===== src/rtl/trpn_pkg.sv =====
// ----------------------------------------------------------------------------
// trpn_pkg: shared types and constants of the typed RPN stack ALU
// Command codes, status codes and the element type held by each stack cell.
// ----------------------------------------------------------------------------
package trpn_pkg;

  localparam int KindW   = 5;
  localparam int DataW   = 32;
  localparam int StatusW = 3;
  localparam int DepthOW = 7;

  typedef enum logic [KindW-1:0] {
    K_PUSH_INT  = 5'd0,
    K_PUSH_BOOL = 5'd1,
    K_NOT       = 5'd2,
    K_CLEAR     = 5'd3,
    K_DROP      = 5'd4,
    K_DUP       = 5'd5,
    K_SWAP      = 5'd6,
    K_PRINT     = 5'd7,
    K_ADD       = 5'd8,
    K_SUB       = 5'd9,
    K_MUL       = 5'd10,
    K_DIV       = 5'd11,
    K_MOD       = 5'd12,
    K_LT        = 5'd13,
    K_GT        = 5'd14,
    K_LE        = 5'd15,
    K_GE        = 5'd16,
    K_EQ        = 5'd17
  } kind_e;

  typedef enum logic [StatusW-1:0] {
    ST_OK    = 3'd0,
    ST_EMPTY = 3'd1,
    ST_TYPE  = 3'd2,
    ST_DIV0  = 3'd3,
    ST_FULL  = 3'd4
  } status_e;

  // Shift command applied to every cell but the top one in the same cycle.
  typedef enum logic [1:0] {
    SH_HOLD = 2'd0,
    SH_PUSH = 2'd1,
    SH_POP  = 2'd2
  } shift_e;

  typedef struct packed {
    logic             tag;
    logic [DataW-1:0] value;
  } elem_t;

  typedef struct packed {
    shift_e shift;
    logic   load_top;
  } cell_ctrl_t;

  typedef enum logic [2:0] {
    S_IDLE,
    S_POP_R,
    S_POP_L,
    S_DIV,
    S_PUSH2,
    S_PUSH,
    S_DONE
  } state_e;

endpackage


===== src/rtl/trpn_cell.sv =====
// ----------------------------------------------------------------------------
// trpn_cell: one stack slot
// Holds one typed element; takes the element above or below on a shift.
// ----------------------------------------------------------------------------
module trpn_cell (
  input  logic                 clk_i,
  input  trpn_pkg::cell_ctrl_t ctrl_i,
  input  logic                 is_top_i,
  input  trpn_pkg::elem_t      top_i,
  input  trpn_pkg::elem_t      from_up_i,
  input  trpn_pkg::elem_t      from_down_i,
  output trpn_pkg::elem_t      elem_o
);
  import trpn_pkg::*;

  elem_t elem_d, elem_q;

  always_comb begin
    elem_d = elem_q;
    if (is_top_i) begin
      if (ctrl_i.load_top) elem_d = top_i;
    end else begin
      case (ctrl_i.shift)
        SH_PUSH: elem_d = from_up_i;
        SH_POP:  elem_d = from_down_i;
        default: elem_d = elem_q;
      endcase
    end
  end

  always_ff @(posedge clk_i) begin
    elem_q <= elem_d;
  end

  assign elem_o = elem_q;
endmodule


===== config.mk =====
export PLATFORM = sky130hd
export DESIGN_NAME = trpn_cell
export DESIGN_NICKNAME = d
export VERILOG_FILES = /design/src/rtl/trpn_pkg.sv /design/src/rtl/trpn_cell.sv
export SDC_FILE = /design/constraint.sdc
export NUM_CORES = 1
export LEC_CHECK = 0
export BUFFER_PORTS_ARGS = -buffer_cell sky130_fd_sc_hd__buf_4
export CAP_MARGIN = 30
export CORE_MARGIN = 2
export CORE_UTILIZATION = 43
export DETAILED_ROUTE_END_ITERATION = 8
export GPL_ROUTABILITY_DRIVEN = 0
export PLACE_DENSITY = 0.79
export SLEW_MARGIN = 20
export SYNTH_ARGS = -nofsm -noshare
export SYNTH_HDL_FRONTEND = slang
export SYNTH_SLANG_ARGS = --single-unit

===== constraint.sdc =====
create_clock -name clk_i -period 3.3 [get_ports clk_i]
set_input_delay 0.495 -clock clk_i [delete_from_list [all_inputs] [get_ports clk_i]]
set_output_delay 0.495 -clock clk_i [all_outputs]
set_load 0.03 [all_outputs]

### Word-level counts from Yosys, hierarchy flattened

Index checks and enable logic that the tools add are counted.

| storage, ports and cells | value |
|---|---|
| word-level logic and storage cells | 10 |
| output and inout bits | 33 |
| flip-flop bits (word level) | 33 |

| operators by class | value |
|---|---|
| mux-type cells | 3 |
| reduce and logical (&&, ||, !) cells | 2 |
| equal/unequal tests | 3 |

Operators by type and width:

| kind | count |
|---|---|
| $mux W33 | 2 |
| $pmux W33 S2 | 1 |
| $reduce_bool A3 Y1 | 1 |
| $eq A2 B1 Y1 const B | 1 |
| $eq A2 B2 Y1 const B | 1 |
| $ne A2 B2 Y1 const B | 1 |
| $reduce_and A2 Y1 | 1 |

### Logic depth before layout (Yosys ltp)

Gate-level depths: netlist of the first run.

| depth | value |
|---|---|
| word-level depth | 3 |
| depth in mapped cells | 6 |
| depth with buffers taken out | 2 |

### Worst setup path after synthesis of the first run

OpenSTA, ideal clock, no wires.

| timing | value |
|---|---|
| path type | input to register |
| start | input port is_top_i |
| end | register elem_q, in the netlist elem_o[0] (enable) |
| data arrival time | 2503 ps |
| stages | 5 |
| setup slack | 370 ps |
| data required time | 2873 ps |
| setup time | 427 ps |
| cells stage by stage | buf_6 -> buf_6 -> buf_6 -> buf_6 -> o21ai_1 |

| between the ends | value |
|---|---|
| word-level cells in the longest chain between the ends | 2 |
| elaborated cells between the ends (all ways) | 3 |
| classes of those cells | 1 x eq/ne; 2 x reduce/logical |

RTL lines:

| element | line | text |
|---|---|---|
| start, declared | trpn_cell.sv:8 | `input logic is_top_i,` |
| $ne A2 B2 Y1 (no source line) / $reduce_bool A3 Y1 (equally long branches) | -- |  |
| $reduce_and A2 Y1 (no source line) (*) | -- |  |
| end signal, assigned | trpn_cell.sv:32 | `elem_q <= elem_d;` |
| end, declared | trpn_cell.sv:16 | `elem_t elem_d, elem_q;` |

Every way passes the cells marked *; elsewhere a longest branch is shown, timed or not.
A chain may end at the register's enable or synchronous reset.

==> run_results.csv, run 1 <==
group,metric,value,unit
timing,maxSlewViolCount,0,
worst_setup_path,crit_type,"in2reg",
global_routing,grt_start_max_net_pins,52,
cts,cts_resized,0,
timing,max_slew_margin,40.74,%
die,die_x,74.27,um
finish,fin_nets,419,
synthesis,synth_flop_cell,"edfxtp_1",
cts,cts-root-buf,"clkbuf_8",
finish,areaGrowthSynthToFinish,50.44,%
global_routing,grt_pass1_wl,8.245,mm
pwr,p_leak,1.425,nW
global_routing,grt_pass1_vias,1834,
route,drc,0,
route,viasPerCell,5.104,
synthesis,synth_common_cells,"nand2_1 (34), edfxtp_1 (33), inv_1 (33), nand4bb_1 (33), o311ai_1 (27)",
finish,drive_above_1_share,48.10,%
route,wire_per_inst,14.43,um
worst_setup_path,arrival,1.84,ns
timing,worst_pin_slew,0.8870,ns
route,route.vias.total,1955,
cts,htree_num_levels,2,
synthesis,ys_seq_elements,33,
worst_setup_path,worstPathCellList,"buf_4, nor2b_4, o311ai_1",
synthesis,syn_area_per_cell,11.23,um^2
worst_setup_path,critical-path-top-delay-family,"simple AND/OR/NAND/NOR gates",
worst_setup_path,critPathSlowestCell,"nor2b_4",
die,core_area,4755,um^2
finish,fin_cells,383,
worst_setup_path,cp.required,3.29,ns
route,drtIter0Drc,118,
die,dieHeight,74.27,um
synthesis,netlist-cell-type-count,12,
cts,clk_pin_slew,0.06,ns
route,ant_nets,0,
die,rows,25,
cts,cts_buffers,5,
global_routing,grtUsageTotal,19.85,%
global_routing,grt_overflow,0,
synthesis,yosysSeqAreaShare,46.67,%
cts,cts.sinks,33,
placement,io_buffers,136,
synthesis,synthTopCellsByArea,"edfxtp_1 (47%), nand4bb_1 (18%), o311ai_1 (11%)",
cts,cts_tree,"built",
hold_path,hold_path_class,"in2reg",
worst_setup_path,end_kind,"flip-flop",
die,initial_core_util,44.66,%
worst_setup_path,cp.buffers_inverters,1,
synthesis,yosysMostFrequentCell,"nand2_1",
synthesis,synth_nets,293,
cts,cts.path.max_buffers,2,
worst_setup_path,critPathLaunchType,"input pin",
synthesis,synth_top_area_cell,"edfxtp_1",
timing,timing.final.crit_share,56.05,%
finish,largest_reg_flops,33,
cts,post-cts-setup-buffer-count,0,
timing,finalSetupTns,0,ns
run,drv_cap,0,
placement,place_hpwl,3.981,mm
synthesis,postSynth.asyncResetShare,0,%
synthesis,netlist_area,2123,um^2
placement,dp_cells,375,
cts,cts_hold_repair.buffers,0,
synthesis,synth_edf_count,33,
placement,placed_area,3114,um^2
worst_setup_path,slowest_delay,0.81,ns
worst_setup_path,cp_max_fo,35,
global_routing,antenna_found_initial,0,
pwr,powerDensity,395.6,nW/um^2
finish,diodes,0,
timing,report.final.setup_viol,0,
timing,hold_violations,0,
run_status,status,"completed",
die,die-area,5516,um^2
timing,period_needed,1.850,ns
route,totalWireLength,5.526,mm
route,firstDrtPassIters,4,
synthesis,syn_inst,189,
synthesis,yosys_warnings,0,
timing,fmax,0.5406,GHz
die,io_pins,137,
pwr,vdd_drop_max,0.2053,mV
timing,rsz0062_at_grt,"false",
synthesis,yosys.area.top_type_share,46.67,%
finish,final_area,3194,um^2
[cells in the final DEF, fill, tap and decap left out]
cell type,instances
o311ai_2,6
o311ai_1,27
xnor2_1,1
nand4bb_1,33
clkbuf_8,5
buf_4,139
nor2b_4,1
clkbuf_1,3
nand2_1,34
o21ai_4,1
inv_1,33
edfxtp_1,33
[where the power goes]
| part | leakage, nW | total [mW] | switching [mW] | internal, mW |
|---|---|---|---|---|
| Sequential | 0.317 | 0.549 | 0.0165 | 0.533 |
| Clock | 0.0395 | 0.288 | 0.138 | 0.150 |
| Combinational | 1.07 | 0.426 | 0.231 | 0.195 |
| Total | 1.43 | 1.26 | 0.386 | 0.878 |
[layer usage]
metal	part of all wire (%)	track usage [%]	vias up
li1	-	-	966
met3	8.8	6.640	2
met2	51	33.93	90
met1	40	23.89	897
met5	0	0	-
met4	0.52	5.952	0
[tightest hold or removal path: cells and delay by family]
| family | cells | cell delay (ns) |
|---|---|---|
| buf+inv | 1 | 0.07 |
| compound gates | 1 | 0.06 |
| simple gates | 1 | 0.05 |
[per-stage QoR]
step | utilization [%] | power [mW] | hold WS (ns) | setup slack (ns)
after floorplan | - | 0.7924 | 0.6978 | 0.3700
after CTS | 67.18 | 1.279 | 0.4954 | 1.434
after global placement | 65.50 | 0.9835 | 0.7853 | 1.178
final | 67.18 | 1.264 | 0.5074 | 1.450
after global routing | 67.18 | 1.323 | 0.5072 | 1.339
after detailed placement | 65.50 | 0.9897 | 0.7897 | 1.130
[cells by family (layout without fill, tap and decap cells)]
group                  Yosys count  after routing  share of synthesized area [%]
XOR/XNOR                         1              1                         0.4126
AND/OR/NAND/NOR                 68             68                          24.16
AO/OA/AOI/OAI                   34             34                          15.97
buffers and inverters           53            180                          12.79
flip-flops                      33             33                          46.67
[area by class of cell]
class | count | area [um^2]
Sequential cell | 33 | 991.0
Timing Repair Buffer | 139 | 1044
Clock buffer | 8 | 80.08
Inverter | 33 | 123.9
Fill cell | 403 | 1560
Tap cell | 67 | 83.83
Multi-Input combinational cell | 103 | 872.1
[path summary, 6_finish.rpt]
path / startpoint / to / slack [ns] / cells past startpoint
worst max-delay path: ctrl_i[2] / elem_o[9] / 1.45 / 3
worst min-delay path: top_i[28] / elem_o[28] / 0.51 / 3
No activity file was read; power rests on OpenSTA's default activity.
==> inputs of run 2 (changes only) <==
--- a/config.mk
+++ b/config.mk
@@ -8,10 +8,10 @@
 export BUFFER_PORTS_ARGS = -buffer_cell sky130_fd_sc_hd__buf_4
 export CAP_MARGIN = 30
 export CORE_MARGIN = 2
-export CORE_UTILIZATION = 43
+export CORE_UTILIZATION = 39
 export DETAILED_ROUTE_END_ITERATION = 8
 export GPL_ROUTABILITY_DRIVEN = 0
-export PLACE_DENSITY = 0.79
+export PLACE_DENSITY = 0.76
 export SLEW_MARGIN = 20
 export SYNTH_ARGS = -nofsm -noshare
 export SYNTH_HDL_FRONTEND = slang
==> constraint.sdc (replaced) <==
create_clock -name clk_i -period 1.7 [get_ports clk_i]
set_input_delay 0.255 -clock clk_i [delete_from_list [all_inputs] [get_ports clk_i]]
set_output_delay 0.255 -clock clk_i [all_outputs]
set_load 0.03 [all_outputs]
==> run_results.csv, run 2 (same netlist as run 1, synthesis figures left out) <==
group,metric,value,unit
run_status,status,"completed",
timing,max_slew_margin,78.02,%
placement,dp_slack,0.3335,ns
die,dieHeight,77.79,um
worst_setup_path,critPathLaunchType,"flip-flop",
finish,drive_above_1_share,49.54,%
global_routing,antenna_found_initial,0,
pwr,vdd_drop_max,0.3612,mV
route,drc,0,
route,wire_per_inst,14.88,um
cts,cts_hold_repair.buffers,0,
timing,timing.final.crit_share,64.99,%
worst_setup_path,critical-path-top-delay-family,"flip-flops",
pwr,p_total,2.462,mW
timing,rsz0062_at_grt,"false",
finish,diodes,0,
global_routing,grt_start_max_net_pins,45,
hold_path,min_from,"top_i[6]",
cts,cts-root-buf,"clkbuf_8",
route,viasPerCell,5.094,
worst_setup_path,slowest_delay,0.39,ns
route,ant_nets,0,
hold_path,hold_path_class,"in2reg",
global_routing,grtUsageTotal,19.61,%
worst_setup_path,crit_type,"reg2out",
worst_setup_path,crit_start,"elem_o[32]",
placement,placed_area,3196,um^2
finish,fin_util,63.35,%
cts,post-cts-setup-buffer-count,0,
cts,cts_tree,"built",
die,io_pins,137,
pwr,p_leak,1.472,nW
finish,final_area,3277,um^2
cts,clk_pin_slew,0.07,ns
route,drtIter0Drc,64,
route,firstDrtPassIters,4,
cts,cts.path.max_buffers,2,
global_routing,grt_pass1_vias,1988,
worst_setup_path,cp.required,1.44,ns
timing,worst_pin_slew,0.3297,ns
cts,cts_buffers,5,
die,rows,26,
finish,largest_reg_flops,33,
timing,report.final.setup_viol,0,
worst_setup_path,arrival,0.85,ns
global_routing,grt_pass1_wl,9.273,mm
worst_setup_path,cp.buffers_inverters,1,
pwr,powerDensity,751.4,nW/um^2
run,drv_cap,0,
timing,fin_ws,0.5952,ns
worst_setup_path,critPathSlowestCell,"edfxtp_1",
die,core_area,5172,um^2
global_routing,grt_overflow,0,
timing,fmax,0.9052,GHz
finish,final_cell_mix,"buf_4 (144), nand2_1 (34), inv_1 (33), nand4bb_1 (33), edfxtp_1 (33)",
route,route.vias.total,2002,
finish,fin_cells,393,
finish,mostFrequentLayoutCell,"buf_4",
worst_setup_path,worstPathCellList,"buf_4",
die,die_x,77.79,um
cts,htree_num_levels,2,
worst_setup_path,cp_max_fo,1,
cts,cts_resized,0,
finish,areaGrowthSynthToFinish,54.33,%
finish,fin_nets,426,
placement,dp_cells,385,
die,die-area,6051,um^2
timing,hold_violations,0,
placement,io_buffers,136,
die,initial_core_util,41.05,%
timing,period_needed,1.105,ns
timing,maxSlewViolCount,0,
route,totalWireLength,5.846,mm
worst_setup_path,end_kind,"output pin",
cts,cts.sinks,33,
## run 2: through the flow
stage	TNS (ns)	hold WS [ns]
2_1_floorplan	-0.6909	0.4578
3_3_place_gp	0	0.5559
3_5_place_dp	0	0.5572
4_1_cts	0	0.2674
5_1_grt	0	0.2669
6_report	0	0.2763
## run 2: worst paths after layout
check               endpoint  slack [ns]  cells past startpoint
setup / recovery  elem_o[32]        0.60                      1
hold / removal     elem_o[6]        0.28                      3
## run 2: where the power goes
part	leakage (nW)	switching (mW)	total, mW	internal (mW)
clock	0.0430	0.267	0.542	0.275
combinational	1.11	0.454	0.853	0.399
sequential	0.317	0.0335	1.07	1.03
total	1.47	0.754	2.46	1.71
## run 2: final cells by class
| cell class | count | area (um^2) |
|---|---|---|
| tap | 70 | 87.58 |
| sequential | 33 | 991.0 |
| inverter | 33 | 123.9 |
| fill | 454 | 1896 |
| multi-input combinational | 103 | 872.1 |
| clock inverter | 3 | 12.51 |
| clock buffer | 5 | 68.82 |
| timing repair buffer | 146 | 1121 |
## run 2: per-layer routing
metal	part of all wire (%)	GRT usage [%]	wire, um	up-vias
met5	0	0	0	-
met4	0.96	5.714	56	0
met3	11	7.093	619	4
met2	53	35.17	3092	97
met1	36	21.58	2078	919
li1	-	-	-	982
