## src/rtl/trpn_pkg.sv

```systemverilog
// ----------------------------------------------------------------------------
// trpn_pkg: shared types and constants of the typed RPN stack ALU
// Command codes, status codes and the element type held by each stack cell.
// ----------------------------------------------------------------------------
package trpn_pkg;

  localparam int KindW   = 5;
  localparam int DataW   = 32;
  localparam int StatusW = 3;
  localparam int DepthOW = 7;

  typedef enum logic [KindW-1:0] {
    K_PUSH_INT  = 5'd0,
    K_PUSH_BOOL = 5'd1,
    K_NOT       = 5'd2,
    K_CLEAR     = 5'd3,
    K_DROP      = 5'd4,
    K_DUP       = 5'd5,
    K_SWAP      = 5'd6,
    K_PRINT     = 5'd7,
    K_ADD       = 5'd8,
    K_SUB       = 5'd9,
    K_MUL       = 5'd10,
    K_DIV       = 5'd11,
    K_MOD       = 5'd12,
    K_LT        = 5'd13,
    K_GT        = 5'd14,
    K_LE        = 5'd15,
    K_GE        = 5'd16,
    K_EQ        = 5'd17
  } kind_e;

  typedef enum logic [StatusW-1:0] {
    ST_OK    = 3'd0,
    ST_EMPTY = 3'd1,
    ST_TYPE  = 3'd2,
    ST_DIV0  = 3'd3,
    ST_FULL  = 3'd4
  } status_e;

  // Shift command applied to every cell but the top one in the same cycle.
  typedef enum logic [1:0] {
    SH_HOLD = 2'd0,
    SH_PUSH = 2'd1,
    SH_POP  = 2'd2
  } shift_e;

  typedef struct packed {
    logic             tag;
    logic [DataW-1:0] value;
  } elem_t;

  typedef struct packed {
    shift_e shift;
    logic   load_top;
  } cell_ctrl_t;

  typedef enum logic [2:0] {
    S_IDLE,
    S_POP_R,
    S_POP_L,
    S_DIV,
    S_PUSH2,
    S_PUSH,
    S_DONE
  } state_e;

endpackage

```

## src/rtl/trpn_divider.sv

```systemverilog
// ----------------------------------------------------------------------------
// trpn_divider: iterative signed divider
// Restoring divide on magnitudes, one quotient bit per cycle, truncating.
// ----------------------------------------------------------------------------
module trpn_divider (
  input  logic        clk_i,
  input  logic        rst_ni,
  input  logic        start_i,
  input  logic [31:0] a_i,
  input  logic [31:0] b_i,
  output logic        busy_o,
  output logic [31:0] quot_o,
  output logic [31:0] rem_o
);
  import trpn_pkg::*;

  logic [5:0]  cnt_d, cnt_q;
  logic [31:0] q_d, q_q, r_d, r_q, b_d, b_q;
  logic        sq_d, sq_q, sr_d, sr_q;
  logic [32:0] trial;

  always_comb begin
    cnt_d = cnt_q;
    q_d   = q_q;
    r_d   = r_q;
    b_d   = b_q;
    sq_d  = sq_q;
    sr_d  = sr_q;
    trial = {r_q, q_q[31]} - {1'b0, b_q};
    if (start_i) begin
      cnt_d = 6'd32;
      q_d   = a_i[31] ? (32'd0 - a_i) : a_i;
      b_d   = b_i[31] ? (32'd0 - b_i) : b_i;
      r_d   = '0;
      sq_d  = a_i[31] ^ b_i[31];
      sr_d  = a_i[31];
    end else if (cnt_q != 6'd0) begin
      cnt_d = cnt_q - 6'd1;
      if (!trial[32]) begin
        r_d = trial[31:0];
        q_d = {q_q[30:0], 1'b1};
      end else begin
        r_d = {r_q[30:0], q_q[31]};
        q_d = {q_q[30:0], 1'b0};
      end
    end
  end

  always_ff @(posedge clk_i or negedge rst_ni) begin
    if (!rst_ni) begin
      cnt_q <= '0;
    end else begin
      cnt_q <= cnt_d;
    end
  end

  always_ff @(posedge clk_i) begin
    q_q  <= q_d;
    r_q  <= r_d;
    b_q  <= b_d;
    sq_q <= sq_d;
    sr_q <= sr_d;
  end

  assign busy_o = (cnt_q != 6'd0);
  assign quot_o = sq_q ? (32'd0 - q_q) : q_q;
  assign rem_o  = sr_q ? (32'd0 - r_q) : r_q;
endmodule

```

## config.mk

```make
export PLATFORM = sky130hd
export DESIGN_NAME = trpn_divider
export DESIGN_NICKNAME = d
export VERILOG_FILES = /design/src/rtl/trpn_pkg.sv /design/src/rtl/trpn_divider.sv
export SDC_FILE = /design/constraint.sdc
export NUM_CORES = 1
export LEC_CHECK = 0
export BUFFER_PORTS_ARGS = -buffer_cell sky130_fd_sc_hd__buf_2
export CORE_MARGIN = 2
export CORE_UTILIZATION = 58
export CTS_CLUSTER_DIAMETER = 40
export DETAILED_ROUTE_END_ITERATION = 8
export GPL_ROUTABILITY_DRIVEN = 0
export PLACE_DENSITY = 0.85
export SKIP_CTS_REPAIR_TIMING = 1
export SLEW_MARGIN = 20
export SYNTH_ARGS = -nofsm -noshare
export SYNTH_HDL_FRONTEND = slang
export SYNTH_SLANG_ARGS = --single-unit
```

## constraint.sdc

```tcl
create_clock -name clk_i -period 4.1 [get_ports clk_i]
set_input_delay 0.205 -clock clk_i [delete_from_list [all_inputs] [get_ports clk_i]]
set_output_delay 0.205 -clock clk_i [all_outputs]
set_load 0.005 [all_outputs]
```

[Word level (Yosys, flattened, before mapping)]
Index checks and enable logic that the tools add are counted.
Cells by class
  add/subtract/negate cells: 6
  mux-type cells: 10
  bitwise logic cells: 1
  reduce and logical (&&, ||, !) cells: 2
Operators by type and width (count)
  $mux W32: 6
  $sub A1 B32 Y32 const A: 4
  $sub A33 B32 Y33: 1
  $mux W31: 1
  $mux W6: 2
  $reduce_bool A6 Y1: 1
  $sub A6 B1 Y6 const B: 1
  $reduce_bool A2 Y1: 1
  $mux W1: 1
  $xor A1 B1 Y1: 1
Storage, ports and cells
  register bits: 104
  input port bits: 67
  output and inout bits: 65
  logic and storage cells: 26

[Logic depth before layout (Yosys ltp)]
Gate-level depths: netlist (run 1).
  depth after elaboration: 4
  gate-level depth with buffers: 12
  gate-level depth less buffers: 12

[Worst setup path after synthesis (run 1)]
No wires, ideal clock.
  path type: reg2out
  from: register q_q[0]
  to: output quot_o[29]
  data arrival time: 3.466 ns
  data required time: 3.895 ns
  setup slack: 0.429 ns
  cell stages (with the launch flop): 10
  path buffers: 0
  path through: edfxtp_1 or3_4 or4_4 or3_4 or3_4 or3_1 or4_4 or4_4 o41ai_2 xnor2_1
Between the ends
  longest elaborated chain between the ends: 2
Ends and longest elaborated chain
  start: declaration: RTL line trpn_divider.sv:18  | logic [31:0] q_d, q_q, r_d, r_q, b_d, b_q;
  start signal: assignment: RTL line trpn_divider.sv:58  | q_q <= q_d;
  $sub A1 B32 Y32: RTL line trpn_divider.sv:66  | assign quot_o = sq_q ? (32'd0 - q_q) : q_q;
  $mux W32: RTL line trpn_divider.sv:66
  end: declaration: RTL line trpn_divider.sv:12  | output logic [31:0] quot_o,
No other way between the ends.

[Worst setup path in the final report (run 1)]
  from: register q_q[0]
  to: output quot_o[27]
Same word-level chain as after synthesis.

==> results of run 1 <==
how the worst max path moves through the flow:
stage	depth (start not counted)	to	slack [ns]
floorplan	9	quot_o[29]	0.43
global placement	10	quot_o[28]	0.23
detailed placement	12	quot_o[28]	0.14
CTS	12	quot_o[28]	-0.25
global route	10	quot_o[29]	-0.33
finish	10	quot_o[27]	-0.21
power by group through the flow:
stage	combinational, mW	sequential, mW	clock, mW
after floorplan	2.61	1.68	0
after global placement	3.69	1.78	0
after detailed placement	3.79	1.80	0
after CTS	3.82	1.78	0.824
after global routing	4.32	1.84	0.863
final	3.89	1.80	0.819
worst reg2reg max path, delay by kind of cell, from the launching register on:
family                     cells  cell delay (ns)
AOI/OAI and AO/OA              7             1.90
buffers and inverters          2             0.52
DFF                            1             0.45
xor gates and xnor gates       1             0.35
adders and majority gates      1             0.34
flip-flops by register name, summed over array words and instances, names as in the netlist:
| register | flops |
|---|---|
| q_q | 32 |
| sq_q | 1 |
| b_q | 32 |
| r_q | 32 |
| cnt_q | 6 |
| sr_q | 1 |
cell usage after synthesis (8+ instances only):
master and n:
nor3_1 15, nand3_1 11, nand2b_1 20, edfxtp_1 66, clkbuf_1 37, nand2_1 119
or4_1 15, o41ai_1 16, a211oi_1 10, inv_1 54, nor2b_1 8, o31ai_1 33
ha_1 37, a311oi_1 22, o21ai_0 64, xnor2_1 103, dfxtp_1 32, a21oi_1 68
xor2_1 44, or3_1 25, nor2_1 79
layer usage:
metal / wire (um) / share of wire / vias to the layer above
li1: - / - / 3798
met1: 8980 / 0.44 / 3589
met2: 9330 / 0.46 / 290
met3: 1580 / 0.078 / 33
met4: 378 / 0.019 / 0
met5: 0 / 0 / -
final cells by class:
cell class / instances / area [sq um] / share of cell area
multi-input cells: 777 / 5190 / 0.544
flip-flops and latches: 104 / 2770 / 0.290
repair buffers: 160 / 878 / 0.0919
clock buffers: 13 / 260 / 0.0272
well taps: 180 / 225 / 0.0236
inverters: 55 / 206 / 0.0216
clock inverters: 3 / 18.8 / 0.00196
kinds of logic after synthesis:
group / share of synthesized area
compound gates: 0.202
xor+xnor: 0.156
fa+ha+maj: 0.0585
buf+inv: 0.0468
flops: 0.336
mux: 0.00242
simple gates: 0.199
per-stage QoR:
step	TNS (ns)	hold slack (ns)
floorplan	0	-0.0906
global placement	0	0.0348
detailed placement	0	0.0380
CTS	-1.24	-0.330
global route	-1.69	0.0929
finish	-1.01	0.100
==> metrics, run 1 <==
H-tree lvl count=3; Worst R2R Start=r_q[12]; total power after layout=6.50 mW; highest attainable clock frequency=232 MHz; most common cell after layout, fill and taps aside=buf_2; final worst setup slack=-0.208 ns; DP Wirelength=15100 um; M2 GR Usage=0.420; top flip-flop cell by instance count after synthesis=edfxtp_1; sort of element at the start of the critical path=register; Cells after DPL=1267; worst hold stages=1; leakage dissipation=3.94 nW; YS warnings=0; slack of the worst reg-to-reg path=0.44 ns; Post-Syn Area=8260 sq um; total number of nets in the final design=1212; CTS tree=done; Worst Setup SP=q_q[0]; Ports=132; clock latency reported for the late side of the worst-skew pair=0.35 ns; number of antenna repair diodes=0; Port-buffer cells=131; part of the power in the clock network=0.126; remaining design rule violation count=0; largest stage delay on the critical path=0.47 ns; number of core rows=43; final std cells w/o fill=1292; Detailed Route Iter0 Violations=627; top-area cell type share of the netlist area=0.240; met1 Usage GRT=0.369; area of the die=15200 sq um; max cap viols=0; final worst clock skew=0.0102 ns; CTS Buffer Depth=2; setup violators final=6; proportion of layout cells with a drive suffix above 1=0.186; class of the tightest hold or removal check=in -> reg; Hold Vio Cnt, Final=0; clock edge transition at the registers on the reported setup and hold paths=0.06 ns; failing checks=setup timing; count of flip-flops with a built-in enable after synthesis=66; synthesized net count=1085; relative contribution of combinational cells to total power=0.597; total internal power=3.62 mW; worst-path fanout max=4; RSZ-0062 raised after global routing=yes; buffer and inverter count on the worst path=1; Filler Cell Count=1083; maximum number of pins on one net before global-route repair=83; worst reg2reg path depth=11; share of synthesized registers carrying an async set or reset=0.0577; run status=complete, but fails checks; hold-critical path endpoint=b_q[0]; Critical Path, Cell by Cell=or3_4, or4_4, or3_4, or3_4, or3_4, or4_4, or4_4, o21ai_0, xnor2_1, buf_2; hold_sp=b_i[0]; biggest area consumer among synthesized cells=edfxtp_1; total clock buffers created by CTS=9; CTS sink cnt=104; worst-margin pin slew=1.06 ns; minimum clock period after layout=4.31 ns; sw power=2.88 mW; Routed wire per std cell=15.7 um; total number of vias=7710; most used cell along the critical path=or3_4; final critical-path share of the clock period=1.05; Avg Vias per Cell=5.97; Area Overhead vs Synth=15.7%; effective utilization at floorplan=0.595; cells after synthesis=980; cell area after placement=9150 sq um; met3 demand-to-capacity share in global routing=0.0360; count of pins over their slew limit=0; Worst EP arrival=4.10 ns; leading cell types in the layout, fill and taps excluded=buf_2 (130), nand2_1 (118), xnor2_1 (102); number of synthesized register bits=104; final antenna-violating net count=0; worst rel slew slack=0.295; CP delay by family, top=simple AND/OR/NAND/NOR gates; average footprint of a synthesized cell=8.43 sq um; library cell contributing the largest single delay on the critical path=or4_4; pre-CTS setup slack=0.140 ns; global route hottest layer=met2; critical register-to-register path endpoint=r_q[30]; switching portion of total power=0.443; final core area utilization=0.688; Worst Path Class, Setup=reg -> out; cell area power density=681 nW/um^2; Die H=123 um; horizontal die dimension=123 um; ranking of synthesized cells by area=edfxtp_1 (24%), xnor2_1 (11%), dfxtp_1 (7.8%), ha_1 (5.6%), nand2_1 (5.4%); initial antenna violation count=0; overflow left after global routing=0; Finished Cell Area=9560 sq um; clock root cell=clkbuf_16; worst vdd rail ir drop=320 uV; Netlist cell types=61; number of global-route vias before repair=6807; required time at the endpoint of the critical path=3.89 ns; wire length of the first global-routing pass=32000 um; share of synthesized area occupied by flip-flops and latches=0.336; Worst Setup End Kind=output pin; DRT Pass-1 Iters=5; relative contribution of sequential cells to total power=0.277; All-Layer GR Usage=0.264; wirelength, routed=20300 um; Core Area=13900 sq um
Power figures use the tool's default switching activity.
==> inputs of run 2 (changes only) <==
--- a/config.mk
+++ b/config.mk
@@ -8,10 +8,10 @@
 export BUFFER_PORTS_ARGS = -buffer_cell sky130_fd_sc_hd__buf_2
 export CORE_MARGIN = 2
 export CORE_UTILIZATION = 58
-export CTS_CLUSTER_DIAMETER = 40
 export DETAILED_ROUTE_END_ITERATION = 8
 export GPL_ROUTABILITY_DRIVEN = 0
 export PLACE_DENSITY = 0.85
+export RECOVER_POWER = 25
 export SKIP_CTS_REPAIR_TIMING = 1
 export SLEW_MARGIN = 20
 export SYNTH_ARGS = -nofsm -noshare
==> metrics, run 2 (synthesized netlist as in run 1, its figures left out) <==
cell area power density=682 nW/um^2 (+0.25%); leakage dissipation=3.92 nW (-0.47%); setup violators final=6 (unchanged); highest attainable clock frequency=232 MHz (-0.17%); Worst Setup End Kind=output pin; worst-margin pin slew=3.32 ns (+2.26 ns); CTS sink cnt=104 (unchanged); final std cells w/o fill=1292 (unchanged); number of core rows=43 (unchanged); wire length of the first global-routing pass=32000 um (unchanged); effective utilization at floorplan=0.595 (unchanged); final antenna-violating net count=0 (unchanged); slack of the worst reg-to-reg path=0.39 ns (-0.05 ns); hold_sp=b_i[29]; worst reg2reg path depth=11 (unchanged); clock root cell=clkbuf_16; class of the tightest hold or removal check=in -> reg; count of pins over their slew limit=83 (+83); failing checks=capacitance limit, slew limit, setup timing; CTS tree=done; number of antenna repair diodes=0 (unchanged); Detailed Route Iter0 Violations=540 (-14%); RSZ-0062 raised after global routing=yes; CTS Buffer Depth=2 (unchanged); registers with the highest flip-flop counts=b_q: 32 flops, q_q: 32 flops, r_q: 32 flops; number of global-route vias before repair=6807 (unchanged); final worst clock skew=0.00944 ns (-0.000754 ns); All-Layer GR Usage=0.264 (unchanged); cell area after placement=9150 sq um (unchanged); Ports=132 (unchanged); final critical-path share of the clock period=1.05 (+0.00175); worst vdd rail ir drop=321 uV (+0.34%); total power after layout=6.51 mW (+0.12%); total number of nets in the final design=1212 (unchanged); Die H=123 um (unchanged); overflow left after global routing=0 (unchanged); minimum clock period after layout=4.32 ns (+0.00718 ns); wirelength, routed=20300 um (about the same); total number of vias=7736 (+0.34%); sort of element at the start of the critical path=register; Area Overhead vs Synth=15.5%; horizontal die dimension=123 um (unchanged); critical register-to-register path endpoint=r_q[30]; Worst R2R Start=r_q[12]; hold-critical path endpoint=b_q[29]; Routed wire per std cell=15.7 um (about the same); worst rel slew slack=-1.21 (-1.51); initial antenna violation count=0 (unchanged); most common cell after layout, fill and taps aside=buf_2; DP Wirelength=15100 um (unchanged); maximum number of pins on one net before global-route repair=83 (unchanged); clock latency reported for the late side of the worst-skew pair=0.35 ns (about the same); Hold Vio Cnt, Final=0 (unchanged); final worst setup slack=-0.215 ns (-0.00718 ns); Core Area=13900 sq um (unchanged); total clock buffers created by CTS=9 (unchanged); required time at the endpoint of the critical path=3.89 ns (about the same); run status=complete, but fails checks; Avg Vias per Cell=5.99 (+0.34%); total negative setup slack=-1.02 ns (-0.0108 ns); DRT Pass-1 Iters=8 (+3); Cells after DPL=1267 (unchanged); leading cell types in the layout, fill and taps excluded=buf_2 (126), nand2_1 (118), xnor2_1 (102); Finished Cell Area=9540 sq um (-0.13%); Worst Path Class, Setup=reg -> out; worst hold stages=2 (+1); Port-buffer cells=131 (unchanged); pre-CTS setup slack=0.140 ns (unchanged); clock edge transition at the registers on the reported setup and hold paths=0.07 ns (about the same); H-tree lvl count=3 (unchanged); proportion of layout cells with a drive suffix above 1=0.181 (-0.00540); max cap viols=1 (+1); area of the die=15200 sq um (unchanged); Worst EP arrival=4.11 ns (about the same); remaining design rule violation count=0 (unchanged); Filler Cell Count=1090 (+0.65%); worst-path fanout max=4 (unchanged)
==> run 2: critical path, cell delays in order (launching register included) <==
cell and delay [ns]:
edfxtp_1 0.45, or3_4 0.40, or4_4 0.44, or3_4 0.36
or3_4 0.35, or3_4 0.33, or4_4 0.44, or4_4 0.47
o21ai_0 0.25, xnor2_1 0.15, buf_2 0.13
==> run 2: worst max-delay path by stage <==
stage | startpoint | endpoint | cells past startpoint
4_1_cts | q_q[0] | quot_o[28] | 12
3_3_place_gp | q_q[4] | quot_o[28] | 10
3_5_place_dp | q_q[0] | quot_o[28] | 12
5_1_grt | q_q[0] | quot_o[29] | 10
2_1_floorplan | q_q[0] | quot_o[29] | 9
6_report | q_q[0] | quot_o[27] | 10
==> run 2: layout make-up <==
class	count	area (sq um)	area share
Inverter	55	206	0.0216
Clock buffer	13	260	0.0273
Tap cell	180	225	0.0236
Timing Repair Buffer	160	866	0.0907
Clock inverter	3	18.8	0.00197
Sequential cell	104	2770	0.291
Multi-Input combinational cell	777	5190	0.544
==> run 2: metal layers <==
metal	part of all wire	vias up	track usage
li1	-	3792	-
met1	0.45	3602	0.369
met2	0.46	307	0.420
met3	0.072	35	0.0360
met4	0.021	0	0.0923
met5	0	-	0
==> run 2: report_power, final <==
| part | internal, mW | switching [mW] |
|---|---|---|
| logic | 1.76 | 2.13 |
| registers | 1.42 | 0.384 |
| clock network | 0.445 | 0.380 |
==> run 2: per-stage QoR <==
stage,util,hold slack (ns)
after floorplan,-,-0.0906
after global placement,0.658,0.0348
after detailed placement,0.659,0.0380
after CTS,0.679,-0.330
after global routing,0.688,0.161
final,0.688,0.159
==> inputs of run 3 (changes only) <==
--- a/config.mk
+++ b/config.mk
@@ -7,10 +7,11 @@
 export LEC_CHECK = 0
 export BUFFER_PORTS_ARGS = -buffer_cell sky130_fd_sc_hd__buf_2
 export CORE_MARGIN = 2
-export CORE_UTILIZATION = 58
+export CORE_UTILIZATION = 60
+export CTS_BUF_LIST = sky130_fd_sc_hd__clkbuf_4 sky130_fd_sc_hd__clkbuf_8
 export DETAILED_ROUTE_END_ITERATION = 8
 export GPL_ROUTABILITY_DRIVEN = 0
-export PLACE_DENSITY = 0.85
+export PLACE_DENSITY = 0.88
 export RECOVER_POWER = 25
 export SKIP_CTS_REPAIR_TIMING = 1
 export SLEW_MARGIN = 20
==> metrics, run 3 (synthesized netlist as in run 1, its figures left out) <==
run status=complete, but fails checks; failing checks=capacitance limit, slew limit, setup timing; wirelength, routed=19600 um (-3.5%); Finished Cell Area=9370 sq um (-1.8%); Detailed Route Iter0 Violations=614 (+14%); worst-path fanout max=4 (unchanged); final critical-path share of the clock period=1.06 (+0.00972); Routed wire per std cell=15.3 um (-2.6%); total number of nets in the final design=1204 (-0.66%); highest attainable clock frequency=230 MHz (-0.91%); total clock buffers created by CTS=9 (unchanged); count of pins over their slew limit=41 (-51%); minimum clock period after layout=4.35 ns (+0.0398 ns); CTS sink cnt=104 (unchanged); worst-margin pin slew=1.90 ns (-1.42 ns); hold_ws=0.129 ns (-0.0299 ns); registers with the highest flip-flop counts=b_q: 32 flops, q_q: 32 flops, r_q: 32 flops; Ports=132 (unchanged); DRT Pass-1 Iters=5 (-3); final worst clock skew=0.0123 ns (+0.00283 ns); maximum number of pins on one net before global-route repair=74 (-11%); All-Layer GR Usage=0.264 (about the same); leading cell types in the layout, fill and taps excluded=buf_2 (124), nand2_1 (119), xnor2_1 (102); CTS tree=done; Port-buffer cells=131 (unchanged); worst vdd rail ir drop=277 uV (-14%); Die H=121 um (-1.6%); final worst setup slack=-0.255 ns (-0.0398 ns); H-tree lvl count=3 (unchanged); class of the tightest hold or removal check=in -> reg; final antenna-violating net count=0 (unchanged); RSZ-0062 raised after global routing=yes; Worst Path Class, Setup=reg -> out; largest stage delay on the critical path=0.49 ns (+0.02 ns); clock latency reported for the late side of the worst-skew pair=0.38 ns (+0.03 ns); overflow left after global routing=0 (unchanged); leakage dissipation=3.83 nW (-2.3%); cell area after placement=9090 sq um (-0.67%); initial antenna violation count=0 (unchanged); max cap viols=1 (unchanged); Worst Setup End Kind=output pin; wire length of the first global-routing pass=31500 um (-1.5%); proportion of layout cells with a drive suffix above 1=0.171 (-0.00956); cell area power density=662 nW/um^2 (-3.0%); setup violators final=6 (unchanged); total power after layout=6.20 mW (-4.8%); sort of element at the start of the critical path=register; clock root cell=clkbuf_8; effective utilization at floorplan=0.619 (+0.0238); most common cell after layout, fill and taps aside=buf_2; most used cell along the critical path=or3_4; area of the die=14700 sq um (-3.2%); total number of vias=7603 (-1.7%); number of antenna repair diodes=0 (unchanged); Area Overhead vs Synth=13.4%; Core Area=13300 sq um (-3.8%); worst rel slew slack=-0.267 (+0.944); remaining design rule violation count=0 (unchanged); clock edge transition at the registers on the reported setup and hold paths=0.09 ns (+0.02 ns); Avg Vias per Cell=5.94 (-0.80%); library cell contributing the largest single delay on the critical path=or4_4; Hold Vio Cnt, Final=0 (unchanged); DP Wirelength=15100 um (-0.47%); number of core rows=42 (-2.3%); CTS Buffer Depth=2 (unchanged); Critical Path, Cell by Cell=or3_4, or4_4, or3_4, or3_4, or3_4, or4_4, or4_4, o41ai_4, xnor2_1, buf_2; required time at the endpoint of the critical path=3.89 ns (about the same); horizontal die dimension=121 um (-1.6%); number of global-route vias before repair=6715 (-1.4%); Filler Cell Count=1072 (-1.7%); Worst EP arrival=4.15 ns (+0.04 ns)
[run 3: metrics by stage]
stage / setup TNS [ns] / utilization / instances / setup WS, ns
6_report: -1.05 / 0.702 / 1280 / -0.255
5_1_grt: -1.80 / 0.702 / 1280 / -0.387
4_1_cts: -1.41 / 0.695 / 1273 / -0.297
3_5_place_dp: 0 / 0.681 / 1257 / 0.124
3_3_place_gp: 0 / 0.681 / 1257 / 0.231
2_1_floorplan: 0 / - / 980 / 0.429
[run 3: final cells by class]
| type | instances | area, sq um | share of cell area |
|---|---|---|---|
| Clock inverter | 5 | 57.6 | 0.00614 |
| Sequential cell | 104 | 2770 | 0.296 |
| Multi-Input combinational cell | 777 | 5170 | 0.552 |
| Clock buffer | 11 | 139 | 0.0148 |
| Tap cell | 176 | 220 | 0.0235 |
| Inverter | 55 | 206 | 0.0220 |
| Timing Repair Buffer | 152 | 801 | 0.0855 |
[run 3: routing by layer]
layer / routed length, um / GRT usage / up-vias
met4: 297 / 0.0797 / 0
met5: 0 / 0 / -
met3: 1650 / 0.0338 / 26
met1: 8650 / 0.383 / 3512
met2: 8970 / 0.414 / 286
li1: - / - / 3779
[run 3: final timing paths]
check | from | to | slack, ns | cells after the start
worst max-delay path | q_q[1] | quot_o[29] | -0.25 | 10
worst min-delay path | b_i[29] | b_q[29] | 0.13 | 2
worst max register to register | r_q[0] | r_q[8] | 0.44 | 11
worst min register to register | r_q[13] | r_q[14] | 0.55 | 2
max in group asynchronous | rst_ni | cnt_q[4] | 3.64 | 2
min in group asynchronous | rst_ni | cnt_q[2] | 0.21 | 2
[run 3: critical path: cells and delay by family, from the launching register on]
family	cells	cell delay, ns
and+or+nand+nor	7	2.81
DFF	1	0.42
AOI/OAI and AO/OA	1	0.24
xor gates and xnor gates	1	0.16
buffers and inverters	1	0.13
[run 3: where the power goes]
| group | leakage, nW | internal [mW] | switching, mW |
|---|---|---|---|
| sequential | 0.995 | 1.42 | 0.406 |
| clock | 0.100 | 0.296 | 0.346 |
| combinational | 2.74 | 1.69 | 2.05 |
| total | 3.83 | 3.41 | 2.80 |
